`src/rtl/e2cal_pkg.sv`:
```
// Shared types, constants and calendar helpers for the epoch to calendar date converter.
// No dependencies; every other file of the block imports this package.
package e2cal_pkg;

   localparam logic [29:0] NS_PER_SEC    = 30'd1000000000;
   // 2^32 nanoseconds are four whole seconds plus this many nanoseconds.
   localparam logic [28:0] FOLD_REM      = 29'd294967296;
   // Reciprocals of 675, 3600 and 60 scaled by 2^38, 2^29 and 2^18 and rounded up. Each one
   // gives the exact quotient over the range of values that reaches it.
   localparam logic [28:0] DAY_RECIP     = 29'd407226529;
   localparam logic [17:0] HOUR_RECIP    = 18'd149131;
   localparam logic [12:0] MIN_RECIP     = 13'd4370;
   localparam logic [16:0] SEC_PER_DAY   = 17'd86400;
   localparam logic [11:0] SEC_PER_HOUR  = 12'd3600;
   localparam logic [5:0]  SEC_PER_MIN   = 6'd60;
   localparam logic [11:0] EPOCH_YEAR    = 12'd1970;
   localparam logic [8:0]  EPOCH_MOD400  = 9'd370;
   localparam logic [8:0]  LAST_MOD400   = 9'd399;
   localparam logic [8:0]  DAYS_LEAP     = 9'd366;
   localparam logic [8:0]  DAYS_COMMON   = 9'd365;
   localparam logic [3:0]  MONTH_FEB     = 4'd1;
   localparam logic [3:0]  MONTH_DEC     = 4'd11;

   typedef enum logic [3:0] {
      ST_IDLE,
      ST_FOLD,
      ST_FIX,
      ST_DAY_QUO,
      ST_DAY_REM,
      ST_HOUR_QUO,
      ST_HOUR_REM,
      ST_MIN_QUO,
      ST_MIN_REM,
      ST_YEAR,
      ST_MONTH,
      ST_DONE
   } state_type;

   typedef struct packed {
      logic load;
      logic fold_step;
      logic fix_step;
      logic day_quo;
      logic day_rem;
      logic hour_quo;
      logic hour_rem;
      logic min_quo;
      logic min_rem;
      logic year_step;
      logic month_step;
   } cmd_type;

   typedef struct packed {
      logic fold_done;
      logic fix_done;
      logic year_fit;
      logic month_fit;
   } status_type;

   // The year modulo 400 settles the full Gregorian rule; its low two bits are the year modulo 4.
   function automatic logic is_leap(input logic [8:0] mod400);
      logic leap;
      if (mod400 == 9'd0) begin
         leap = 1'b1;
      end else if (mod400 == 9'd100 || mod400 == 9'd200 || mod400 == 9'd300) begin
         leap = 1'b0;
      end else begin
         leap = (mod400[1:0] == 2'd0);
      end
      return leap;
   endfunction

   function automatic logic [4:0] month_len(input logic [3:0] month, input logic leap);
      logic [4:0] len;
      unique case (month)
         4'd1:    len = leap ? 5'd29 : 5'd28;
         4'd3:    len = 5'd30;
         4'd5:    len = 5'd30;
         4'd8:    len = 5'd30;
         4'd10:   len = 5'd30;
         default: len = 5'd31;
      endcase
      return len;
   endfunction

endpackage

```
`src/rtl/epoch_ns_to_calendar_date.sv`:
```
// Converts nanoseconds since the Unix epoch into a Gregorian date and time of day.
// It splits off whole seconds, then days, hours and minutes, and then steps through the years after
// 1970 and the months in two loops.
// One item at a time; the next item is taken at the earliest in the cycle after the result is accepted.
// Reset is synchronous and active high; it returns the controller to idle.
// Depends on e2cal_pkg, e2cal_ctrl and e2cal_dp.
module epoch_ns_to_calendar_date
   import e2cal_pkg::*;
(
   input  logic        clock,
   input  logic        reset,
   input  logic        req_valid,
   output logic        req_ready,
   input  logic [63:0] req_ns_time,
   output logic        rsp_valid,
   input  logic        rsp_ready,
   output logic [11:0] rsp_year_out,
   output logic [3:0]  rsp_month_out,
   output logic [4:0]  rsp_day_out,
   output logic [4:0]  rsp_hour_out,
   output logic [5:0]  rsp_minute_out,
   output logic [5:0]  rsp_second_out,
   output logic [29:0] rsp_nanos_out
);

   cmd_type    cmd;
   status_type status;

   e2cal_ctrl u_ctrl (
      .clock     (clock),
      .reset     (reset),
      .req_valid (req_valid),
      .req_ready (req_ready),
      .rsp_valid (rsp_valid),
      .rsp_ready (rsp_ready),
      .status    (status),
      .cmd       (cmd)
   );

   e2cal_dp u_dp (
      .clock          (clock),
      .req_ns_time    (req_ns_time),
      .cmd            (cmd),
      .status         (status),
      .rsp_year_out   (rsp_year_out),
      .rsp_month_out  (rsp_month_out),
      .rsp_day_out    (rsp_day_out),
      .rsp_hour_out   (rsp_hour_out),
      .rsp_minute_out (rsp_minute_out),
      .rsp_second_out (rsp_second_out),
      .rsp_nanos_out  (rsp_nanos_out)
   );

   // An accepted item cannot produce its result in the next cycle.
   assert property (@(posedge clock) disable iff (reset)
      req_valid && req_ready |=> !rsp_valid)
      else $error("result shown right after an item was accepted");

   // The block never takes an item while a result is still pending.
   assert property (@(posedge clock) disable iff (reset)
      rsp_valid |-> !req_ready)
      else $error("input ready while a result is pending");

   // A finished date has a real month and day and a time of day in range.
   assert property (@(posedge clock) disable iff (reset)
      rsp_valid |-> (rsp_month_out != 4'd0) && (rsp_month_out < 4'd13) &&
                    (rsp_day_out != 5'd0) && (rsp_hour_out < 5'd24))
      else $error("calendar field out of range");

   assert property (@(posedge clock) disable iff (reset)
      rsp_valid |-> (rsp_minute_out < 6'd60) && (rsp_second_out < 6'd60) &&
                    (rsp_nanos_out < 30'd1000000000))
      else $error("time of day field out of range");

endmodule

```
`src/rtl/e2cal_ctrl.sv`:
```
// Controller of the converter: sequences the seconds split, the time of day steps,
// the year loop and the month loop. Depends on e2cal_pkg for the state, command and status types.
module e2cal_ctrl
   import e2cal_pkg::*;
(
   input  logic       clock,
   input  logic       reset,
   input  logic       req_valid,
   output logic       req_ready,
   output logic       rsp_valid,
   input  logic       rsp_ready,
   input  status_type status,
   output cmd_type    cmd
);

   state_type state_ff, state_in;

   always_ff @(posedge clock) begin
      if (reset) begin
         state_ff <= ST_IDLE;
      end else begin
         state_ff <= state_in;
      end
   end

   always_comb begin
      state_in = state_ff;
      unique case (state_ff)
         ST_IDLE:     if (req_valid) state_in = ST_FOLD;
         ST_FOLD:     if (status.fold_done) state_in = ST_FIX;
         ST_FIX:      if (status.fix_done) state_in = ST_DAY_QUO;
         ST_DAY_QUO:  state_in = ST_DAY_REM;
         ST_DAY_REM:  state_in = ST_HOUR_QUO;
         ST_HOUR_QUO: state_in = ST_HOUR_REM;
         ST_HOUR_REM: state_in = ST_MIN_QUO;
         ST_MIN_QUO:  state_in = ST_MIN_REM;
         ST_MIN_REM:  state_in = ST_YEAR;
         ST_YEAR:     if (status.year_fit) state_in = ST_MONTH;
         ST_MONTH:    if (status.month_fit) state_in = ST_DONE;
         ST_DONE:     if (rsp_ready) state_in = ST_IDLE;
         default:     state_in = ST_IDLE;
      endcase
   end

   always_comb begin
      req_ready      = (state_ff == ST_IDLE);
      rsp_valid      = (state_ff == ST_DONE);
      cmd.load       = (state_ff == ST_IDLE) && req_valid;
      cmd.fold_step  = (state_ff == ST_FOLD) && !status.fold_done;
      cmd.fix_step   = (state_ff == ST_FIX) && !status.fix_done;
      cmd.day_quo    = (state_ff == ST_DAY_QUO);
      cmd.day_rem    = (state_ff == ST_DAY_REM);
      cmd.hour_quo   = (state_ff == ST_HOUR_QUO);
      cmd.hour_rem   = (state_ff == ST_HOUR_REM);
      cmd.min_quo    = (state_ff == ST_MIN_QUO);
      cmd.min_rem    = (state_ff == ST_MIN_REM);
      cmd.year_step  = (state_ff == ST_YEAR) && !status.year_fit;
      cmd.month_step = (state_ff == ST_MONTH) && !status.month_fit;
   end

endmodule

```
`src/rtl/e2cal_dp.sv`:
```
// Datapath of the converter: folds the count into whole seconds, splits days and time of day
// by reciprocal multiplication, and runs the year and month subtraction loops. Depends on e2cal_pkg.
module e2cal_dp
   import e2cal_pkg::*;
(
   input  logic        clock,
   input  logic [63:0] req_ns_time,
   input  cmd_type     cmd,
   output status_type  status,
   output logic [11:0] rsp_year_out,
   output logic [3:0]  rsp_month_out,
   output logic [4:0]  rsp_day_out,
   output logic [4:0]  rsp_hour_out,
   output logic [5:0]  rsp_minute_out,
   output logic [5:0]  rsp_second_out,
   output logic [29:0] rsp_nanos_out
);

   logic [63:0] val_ff, val_in;
   logic [34:0] secs_ff, secs_in;
   logic [17:0] days_ff, days_in;
   logic [16:0] sod_ff, sod_in;
   logic [4:0]  hour_ff, hour_in;
   logic [11:0] soh_ff, soh_in;
   logic [5:0]  minute_ff, minute_in;
   logic [5:0]  second_ff, second_in;
   logic [11:0] year_ff, year_in;
   logic [8:0]  mod400_ff, mod400_in;
   logic [3:0]  month_ff, month_in;

   logic [60:0] fold_prod;
   logic [63:0] fold_sum;
   logic [56:0] day_prod;
   logic [34:0] day_back;
   logic [34:0] hour_prod;
   logic [16:0] hour_back;
   logic [24:0] min_prod;
   logic [11:0] min_back;
   logic        leap;
   logic [8:0]  year_len;
   logic [4:0]  mon_len;

   // Each fold moves the upper word into four seconds per unit plus the leftover nanoseconds,
   // so the nanosecond count shrinks until it fits 32 bits.
   assign fold_prod = {29'd0, val_ff[63:32]} * {32'd0, FOLD_REM};
   assign fold_sum  = {3'd0, fold_prod} + {32'd0, val_ff[31:0]};

   // The seconds are below 2^35, so shifting out 2^7 of 86400 leaves a 28-bit dividend for 675.
   assign day_prod  = {29'd0, secs_ff[34:7]} * {28'd0, DAY_RECIP};
   assign day_back  = {17'd0, days_ff} * {18'd0, SEC_PER_DAY};
   assign hour_prod = {18'd0, sod_ff} * {17'd0, HOUR_RECIP};
   assign hour_back = {12'd0, hour_ff} * {5'd0, SEC_PER_HOUR};
   assign min_prod  = {13'd0, soh_ff} * {12'd0, MIN_RECIP};
   assign min_back  = {6'd0, minute_ff} * {6'd0, SEC_PER_MIN};

   assign leap     = is_leap(mod400_ff);
   assign year_len = leap ? DAYS_LEAP : DAYS_COMMON;
   assign mon_len  = month_len(month_ff, leap && (month_ff == MONTH_FEB));

   assign status.fold_done = (val_ff[63:32] == 32'd0);
   assign status.fix_done  = (val_ff[31:0] < {2'b00, NS_PER_SEC});
   assign status.year_fit  = (days_ff < {9'd0, year_len});
   assign status.month_fit = (month_ff == MONTH_DEC) || (days_ff < {13'd0, mon_len});

   always_comb begin
      val_in    = val_ff;
      secs_in   = secs_ff;
      days_in   = days_ff;
      sod_in    = sod_ff;
      hour_in   = hour_ff;
      soh_in    = soh_ff;
      minute_in = minute_ff;
      second_in = second_ff;
      year_in   = year_ff;
      mod400_in = mod400_ff;
      month_in  = month_ff;
      if (cmd.load) begin
         val_in    = req_ns_time;
         secs_in   = 35'd0;
         year_in   = EPOCH_YEAR;
         mod400_in = EPOCH_MOD400;
         month_in  = 4'd0;
      end
      if (cmd.fold_step) begin
         val_in  = fold_sum;
         secs_in = secs_ff + {1'b0, val_ff[63:32], 2'b00};
      end
      if (cmd.fix_step) begin
         val_in  = val_ff - {34'd0, NS_PER_SEC};
         secs_in = secs_ff + 35'd1;
      end
      // The remainders are known to fit their low bits, so only those are subtracted.
      if (cmd.day_quo) begin
         days_in = day_prod[55:38];
      end
      if (cmd.day_rem) begin
         sod_in = secs_ff[16:0] - day_back[16:0];
      end
      if (cmd.hour_quo) begin
         hour_in = hour_prod[33:29];
      end
      if (cmd.hour_rem) begin
         soh_in = sod_ff[11:0] - hour_back[11:0];
      end
      if (cmd.min_quo) begin
         minute_in = min_prod[23:18];
      end
      if (cmd.min_rem) begin
         second_in = soh_ff[5:0] - min_back[5:0];
      end
      if (cmd.year_step) begin
         days_in   = days_ff - {9'd0, year_len};
         year_in   = year_ff + 12'd1;
         mod400_in = (mod400_ff == LAST_MOD400) ? 9'd0 : mod400_ff + 9'd1;
      end
      if (cmd.month_step) begin
         days_in  = days_ff - {13'd0, mon_len};
         month_in = month_ff + 4'd1;
      end
   end

   always_ff @(posedge clock) begin
      val_ff    <= val_in;
      secs_ff   <= secs_in;
      days_ff   <= days_in;
      sod_ff    <= sod_in;
      hour_ff   <= hour_in;
      soh_ff    <= soh_in;
      minute_ff <= minute_in;
      second_ff <= second_in;
      year_ff   <= year_in;
      mod400_ff <= mod400_in;
      month_ff  <= month_in;
   end

   assign rsp_year_out   = year_ff;
   assign rsp_month_out  = month_ff + 4'd1;
   assign rsp_day_out    = days_ff[4:0] + 5'd1;
   assign rsp_hour_out   = hour_ff;
   assign rsp_minute_out = minute_ff;
   assign rsp_second_out = second_ff;
   assign rsp_nanos_out  = val_ff[29:0];

endmodule

```
`config.mk`:
```
export PLATFORM = sky130hd
export DESIGN_NAME = epoch_ns_to_calendar_date
export DESIGN_NICKNAME = d
export VERILOG_FILES = /design/src/rtl/e2cal_pkg.sv /design/src/rtl/epoch_ns_to_calendar_date.sv /design/src/rtl/e2cal_ctrl.sv /design/src/rtl/e2cal_dp.sv
export SDC_FILE = /design/constraint.sdc
export NUM_CORES = 2
export LEC_CHECK = 0
export ABC_CLOCK_PERIOD_IN_PS = 20200
export BUFFER_PORTS_ARGS = -buffer_cell sky130_fd_sc_hd__buf_4
export CORE_ASPECT_RATIO = 1.2
export CORE_UTILIZATION = 50
export CTS_CLUSTER_SIZE = 20
export DETAILED_ROUTE_END_ITERATION = 12
export GPL_TIMING_DRIVEN = 1
export PLACE_DENSITY = 0.63
export RECOVER_POWER = 25
export SYNTH_ARGS = -nofsm -noshare
export SYNTH_HDL_FRONTEND = slang
export SYNTH_SLANG_ARGS = --single-unit
export TNS_END_PERCENT = 50
```
`constraint.sdc`:
```
create_clock -name clock -period 20.2 [get_ports clock]
set_clock_uncertainty 0.15 [all_clocks]
set_input_delay 4.04 -clock clock [delete_from_list [all_inputs] [get_ports clock]]
set_output_delay 4.04 -clock clock [all_outputs]
set_load 0.1 [all_outputs]
```
; ---- Yosys cells after proc, flatten, opt, wreduce, memory -nomap -nowiden
; Index checks and enable logic that the tools add are counted.
; W data, S select, Z words.
[totals]
ff_bits = 192
latchBits = 0
ram_bits = 0
mem_bits_ro = 0
in_bits = 68
out_inout_bits = 70
wordCells = 113
memories = 0
[op_classes]
add_sub_neg = 13
multipliers = 7
div = 0
n_lt_le_gt_ge = 3
eq_ne = 27
shifts = 0
mux = 28
bitwise = 0
reduce_logical = 23
[ops]
columns = op, n
row1 = $mux W64, 3
row2 = $mux W35, 3
row3 = $sub A64 B30 Y64 const B, 1
row4 = $add A61 B32 Y62, 1
row5 = $mul A28 B29 Y56 const B, 1
row6 = $mux W18, 3
row7 = $mul A32 B18 Y50 const B, 1
row8 = $pmux W4 S12, 1
row9 = $add A35 B1 Y35 const B, 1
row10 = $add A35 B34 Y35, 1
row11 = $mul A17 B18 Y34 const B, 1
row12 = $logic_not A32 Y1, 1
row13 = $lt A32 B30 Y1 const B, 1
row14 = $mux W4, 8
row15 = $eq A4 B4 Y1 const B, 7
row16 = $mux W9, 3
row17 = $mux W12, 2
row18 = $mul A12 B12 Y23 const B, 1
row19 = $eq A4 B3 Y1 const B, 5
row20 = $eq A9 B9 Y1 const B, 2
row21 = $lt A18 B5 Y1, 1
row22 = $lt A18 B9 Y1, 1
row23 = $mul A18 B10 Y10 const B, 1
row24 = $sub A18 B5 Y18, 1
row25 = 29 further kinds, 50

; ---- Logic depth before layout (Yosys ltp)
[depth]
depth_word = 13
ltp_mapped = 30
mapped_depth_nobuf = 29

; ---- Hierarchy
; Synthesis repeated with hierarchy kept, for this count alone.
[hier_totals]
cells_unflattened = 4236
area_unflattened_um2 = 40851.7
[modules_own_cells]
columns = mod, instances, cells_per_inst, area_per_inst_um2, seq_area_each_um2
row1 = e2cal_dp, 1, 4185, 40450.0, 5645.4
row2 = e2cal_ctrl, 1, 51, 401.6, 80.1

; ---- Worst setup path before layout
; No wires, ideal clock.
[synth_path]
kind = reg-to-output
start = reg u_ctrl.state_ff[0]
end = out req_ready
t_arrival_ns = 3.553
t_required_ns = 16.010
slack_ns = 12.457
stages_incl_launch_ff = 3
path_buffers = 1
cell_sequence = dfxtp_1 -> clkbuf_1 -> nor4_1
[synth_via]
elab_chain_cells = 1
[synth_lines]
columns = item, line
row1 = "start, declared", e2cal_ctrl.sv:16  ; state_type state_ff, state_in;
row2 = "start signal, assigned", e2cal_ctrl.sv:22  ; state_ff <= state_in;
row3 = $logic_not A4 Y1, e2cal_ctrl.sv:46  ; req_ready = (state_ff == ST_IDLE);
row4 = "end, declared", epoch_ns_to_calendar_date.sv:13  ; output logic req_ready,
; Every way passes these cells.

; ---- Final worst setup path
[layout_path]
start = reg u_dp.val_ff[42]
end = reg u_dp.val_ff[57], data pin
[layout_via]
elab_chain_cells = 5
word_cells_on_any_way = 8
cone_classes = add/sub (2) / mul (1) / mux (2) / reduce/logical (3)
[layout_lines]
columns = item, line
row1 = "start, declared", e2cal_dp.sv:19  ; logic [63:0] val_ff, val_in;
row2 = "start signal, assigned", e2cal_dp.sv:123  ; val_ff <= val_in;
row3 = branches (longest 4 deep; another with $add A61 B32 Y62), -
row4 = $mux W64 *, e2cal_dp.sv:88  ; if (cmd.fix_step) begin
row5 = net u_dp.val_in[57], e2cal_dp.sv:19
; Mark *: on every way through the listed nets, which the timed path passes.
; A chain may end at the register's enable or synchronous reset.

==> impl_metrics.tcl <==
set metrics [dict create \
    finalWeightedCongestion 0.962 \
    cp.arrival_ps 8290 \
    boundaryPins 138 \
    antenna_found_initial 1 \
    clock_path_buffers 2 \
    violations "capacitance limit, slew limit" \
    rsz0062_at_grt "no" \
    dr.pass1.iters 6 \
    drv_cap 4 \
    setup_ws_ps 11970 \
    hpwlAfterDp_um 89200 \
    slew_viol_final 120 \
    synth_cells 4176 \
    post_cts_resized 0 \
    wl_um 104000 \
    diodes 0 \
    die_h_um 314 \
    avgSynthCellArea_sq_um 9.71 \
    synth_edf_count 188 \
    grt_pass1_vias 31282 \
    drt-wirelength-per-cell_um 19.6 \
    first_iter_violations 1576 \
    tightest_slew_ps 2920 \
    finalSetupViolations 0 \
    dpl_cell_area_sq_um 42600 \
    synthesis.nets 5612 \
    path_clk_slew_ps 90 \
    grt_overflow 0 \
    start_kind "flip-flop" \
    hold_path.class "reg -> reg" \
    synthDistinctLibCells 97 \
    clock.fmax_mhz 121 \
    synth_area_sq_um 40500 \
    initial_core_util_pct 50.4 \
    die_w_um 262 \
    final_net_count 5694 \
    via_count 29454 \
    via_per_inst 5.54 \
    cp_max_fo 8 \
    synthArstFlopShare_pct 0 \
    clock_latency_ps 530 \
    grt_pass1_wl_um 168000 \
    grt_start_max_net_pins 57 \
    min_period_ps 8230 \
    rows 114 \
    finalHoldViolations 0 \
    endpoint_kind "flip-flop" \
    detail-route-antenna-nets 0 \
    ys_seq_area_share_pct 14.1 \
    htreeDepth 4 \
    max-slew-margin-rel_pct -96.4 \
    outcome "finished with violations" \
    cts_tree "yes" \
    coreArea_sq_um 80400 \
    die_area_sq_um 82200 \
    post_cts_buffers 0 \
    cts.root.buffer_cell "clkbuf_16" \
    route.detailed.drc 0 \
    required_ps 20250 \
    period_share_pct 40.8 \
    port_buffers 137 \
    cts.sinks 192 \
    finalSetupTns_ps 0 \
    cts_buffers 17 \
    drive_gt1_share_pct 5.50 \
    synthFlopType "edfxtp_1" \
    finalInstanceArea_sq_um 43200 \
    ctsHoldBuffers 0 \
    grt_usage_pct 26.5 \
    crit_type "reg -> reg" \
    ys_ff_latch 192 \
    post-place-ws_ps 12150 \
    ys_warn_count 0 \
    synthToLayoutAreaGrowth_pct 6.54 \
]
==> layout make-up <==
| cell class | count | area, sq um |
|---|---|---|
| repair buffers | 159 | 1180 |
| well taps | 1044 | 1310 |
| clock buffers | 17 | 425 |
| fillers | 7349 | 37300 |
| flip-flops and latches | 192 | 5730 |
| inverters | 901 | 3380 |
| clock inverters | 15 | 213 |
| multi-input cells | 2987 | 31000 |
==> layout by cell type, fill, tap and decap left out, types with 16 or more instances in the layout <==
cell and count:
a211oi_1 21, a21o_1 75, a21oi_1 188, a22oi_1 32, a31oi_1 17, and2_1 16, and3_1 45, buf_4 155
clkbuf_16 17, edfxtp_1 188, fa_1 482, ha_1 886, inv_1 900, nand2_1 181, nand2b_1 28, nand3_1 71
nand4_1 32, nor2_1 128, nor3_1 45, o21a_1 29, o21ai_0 143, o21ai_1 16, o21bai_1 22, o22ai_1 36
xnor2_1 163, xor2_1 87
==> flip-flops by register name, indices dropped and copies added, names as in the netlist <==
| register | flops |
|---|---|
| u_ctrl.state_ff | 4 |
| u_dp.days_ff | 18 |
| u_dp.mod400_ff | 9 |
| u_dp.month_ff | 4 |
| u_dp.rsp_hour_out | 5 |
| u_dp.rsp_minute_out | 6 |
| u_dp.rsp_second_out | 6 |
| u_dp.rsp_year_out | 12 |
| u_dp.secs_ff | 35 |
| u_dp.sod_ff | 17 |
| u_dp.soh_ff | 12 |
| u_dp.val_ff | 64 |
==> critical path, cell delays in order (launching register included) <==
cell      delay, ps
edfxtp_1        610
inv_1           120
ha_1            400
inv_1            90
fa_1            540
inv_1            50
fa_1            510
inv_1            50
fa_1            460
fa_1            560
inv_1            50
ha_1            390
and3_1          220
a221oi_2        340
o21ai_1         190
a311oi_2        450
xnor2_1         160
ha_1            410
a211oi_1        120
a32oi_1         260
nand4_1         150
a21oi_1         240
o21a_1          470
nand3_2         310
nor4_2          330
xnor2_1         150
o221ai_1        130
==> path summary, 6_finish.rpt <==
kind	from	end	slack, ps	depth (start not counted)
setup reg to reg	u_dp.val_ff[42]	u_dp.val_ff[57]	11970	26
hold / removal	u_dp.soh_ff[0]	u_dp.rsp_second_out[0]	360	0
hold reg to reg	u_dp.soh_ff[0]	u_dp.rsp_second_out[0]	360	0
setup / recovery	u_dp.val_ff[42]	u_dp.val_ff[57]	11970	26
==> kinds of logic after synthesis <==
family,share of synthesized area [%]
fa+ha+maj,51.2
buf+inv,9.59
compound gates,11.6
simple gates,7.97
xor+xnor,5.44
flops,14.1
mux,0.123
==> per-layer routing <==
layer / vias to the layer above / part of all wire (%) / GRT usage (%)
met5: - / 0 / 0
met1: 14454 / 42 / 32.9
li1: 14186 / - / -
met2: 653 / 51 / 47.4
met3: 161 / 3.6 / 3.06
met4: 0 / 3.2 / 8.92
==> Yosys cell counts, types with 6 or more instances <==
| cell | instances | area, sq um |
|---|---|---|
| o21bai_1 | 22 | 165 |
| or2_2 | 8 | 50.1 |
| a221o_1 | 6 | 60.1 |
| nor2_1 | 129 | 484 |
| and4_1 | 9 | 78.8 |
| a221oi_1 | 9 | 78.8 |
| buf_2 | 11 | 55.1 |
| buf_4 | 34 | 255 |
| o211ai_1 | 14 | 105 |
| a2111oi_0 | 6 | 52.6 |
| a22oi_1 | 32 | 240 |
| o221ai_1 | 11 | 96.3 |
| a21oi_1 | 188 | 941 |
| nor2b_1 | 14 | 87.6 |
| a31oi_1 | 17 | 106 |
| ha_1 | 886 | 11100 |
| or3_1 | 15 | 93.8 |
| edfxtp_1 | 188 | 5650 |
| o21ai_0 | 142 | 711 |
| nor3b_1 | 6 | 45.0 |
| nand2b_1 | 28 | 175 |
| o21a_1 | 30 | 225 |
| a211oi_1 | 21 | 158 |
| and3_1 | 45 | 282 |
| nand4_1 | 32 | 200 |
| nor3_1 | 45 | 225 |
| nor4_1 | 17 | 106 |
| a211o_1 | 6 | 52.6 |
| xnor2_1 | 163 | 1430 |
| nand3_1 | 71 | 355 |
| o31ai_1 | 7 | 52.6 |
| o21ai_1 | 17 | 85.1 |
| xor2_1 | 87 | 762 |
| nand2_1 | 182 | 683 |
| a21o_1 | 75 | 563 |
| a21boi_0 | 6 | 45.0 |
| and2_1 | 16 | 100 |
| fa_1 | 482 | 9650 |
| clkbuf_1 | 45 | 169 |
| inv_1 | 900 | 3380 |
| o22ai_1 | 36 | 225 |
==> through the flow <==
stage / hold WS, ps / instances / util [%]
3_5_place_dp: 350 / 5283 / 52.9
4_1_cts: 366 / 5315 / 53.7
5_1_grt: 383 / 5315 / 53.7
6_report: 363 / 5315 / 53.7
2_1_floorplan: 308 / 4176 / -
3_3_place_gp: 351 / 5283 / 52.9
Power is not shown: default switching activity piles up to over one toggle a cycle in this logic, so the estimate is an artifact.
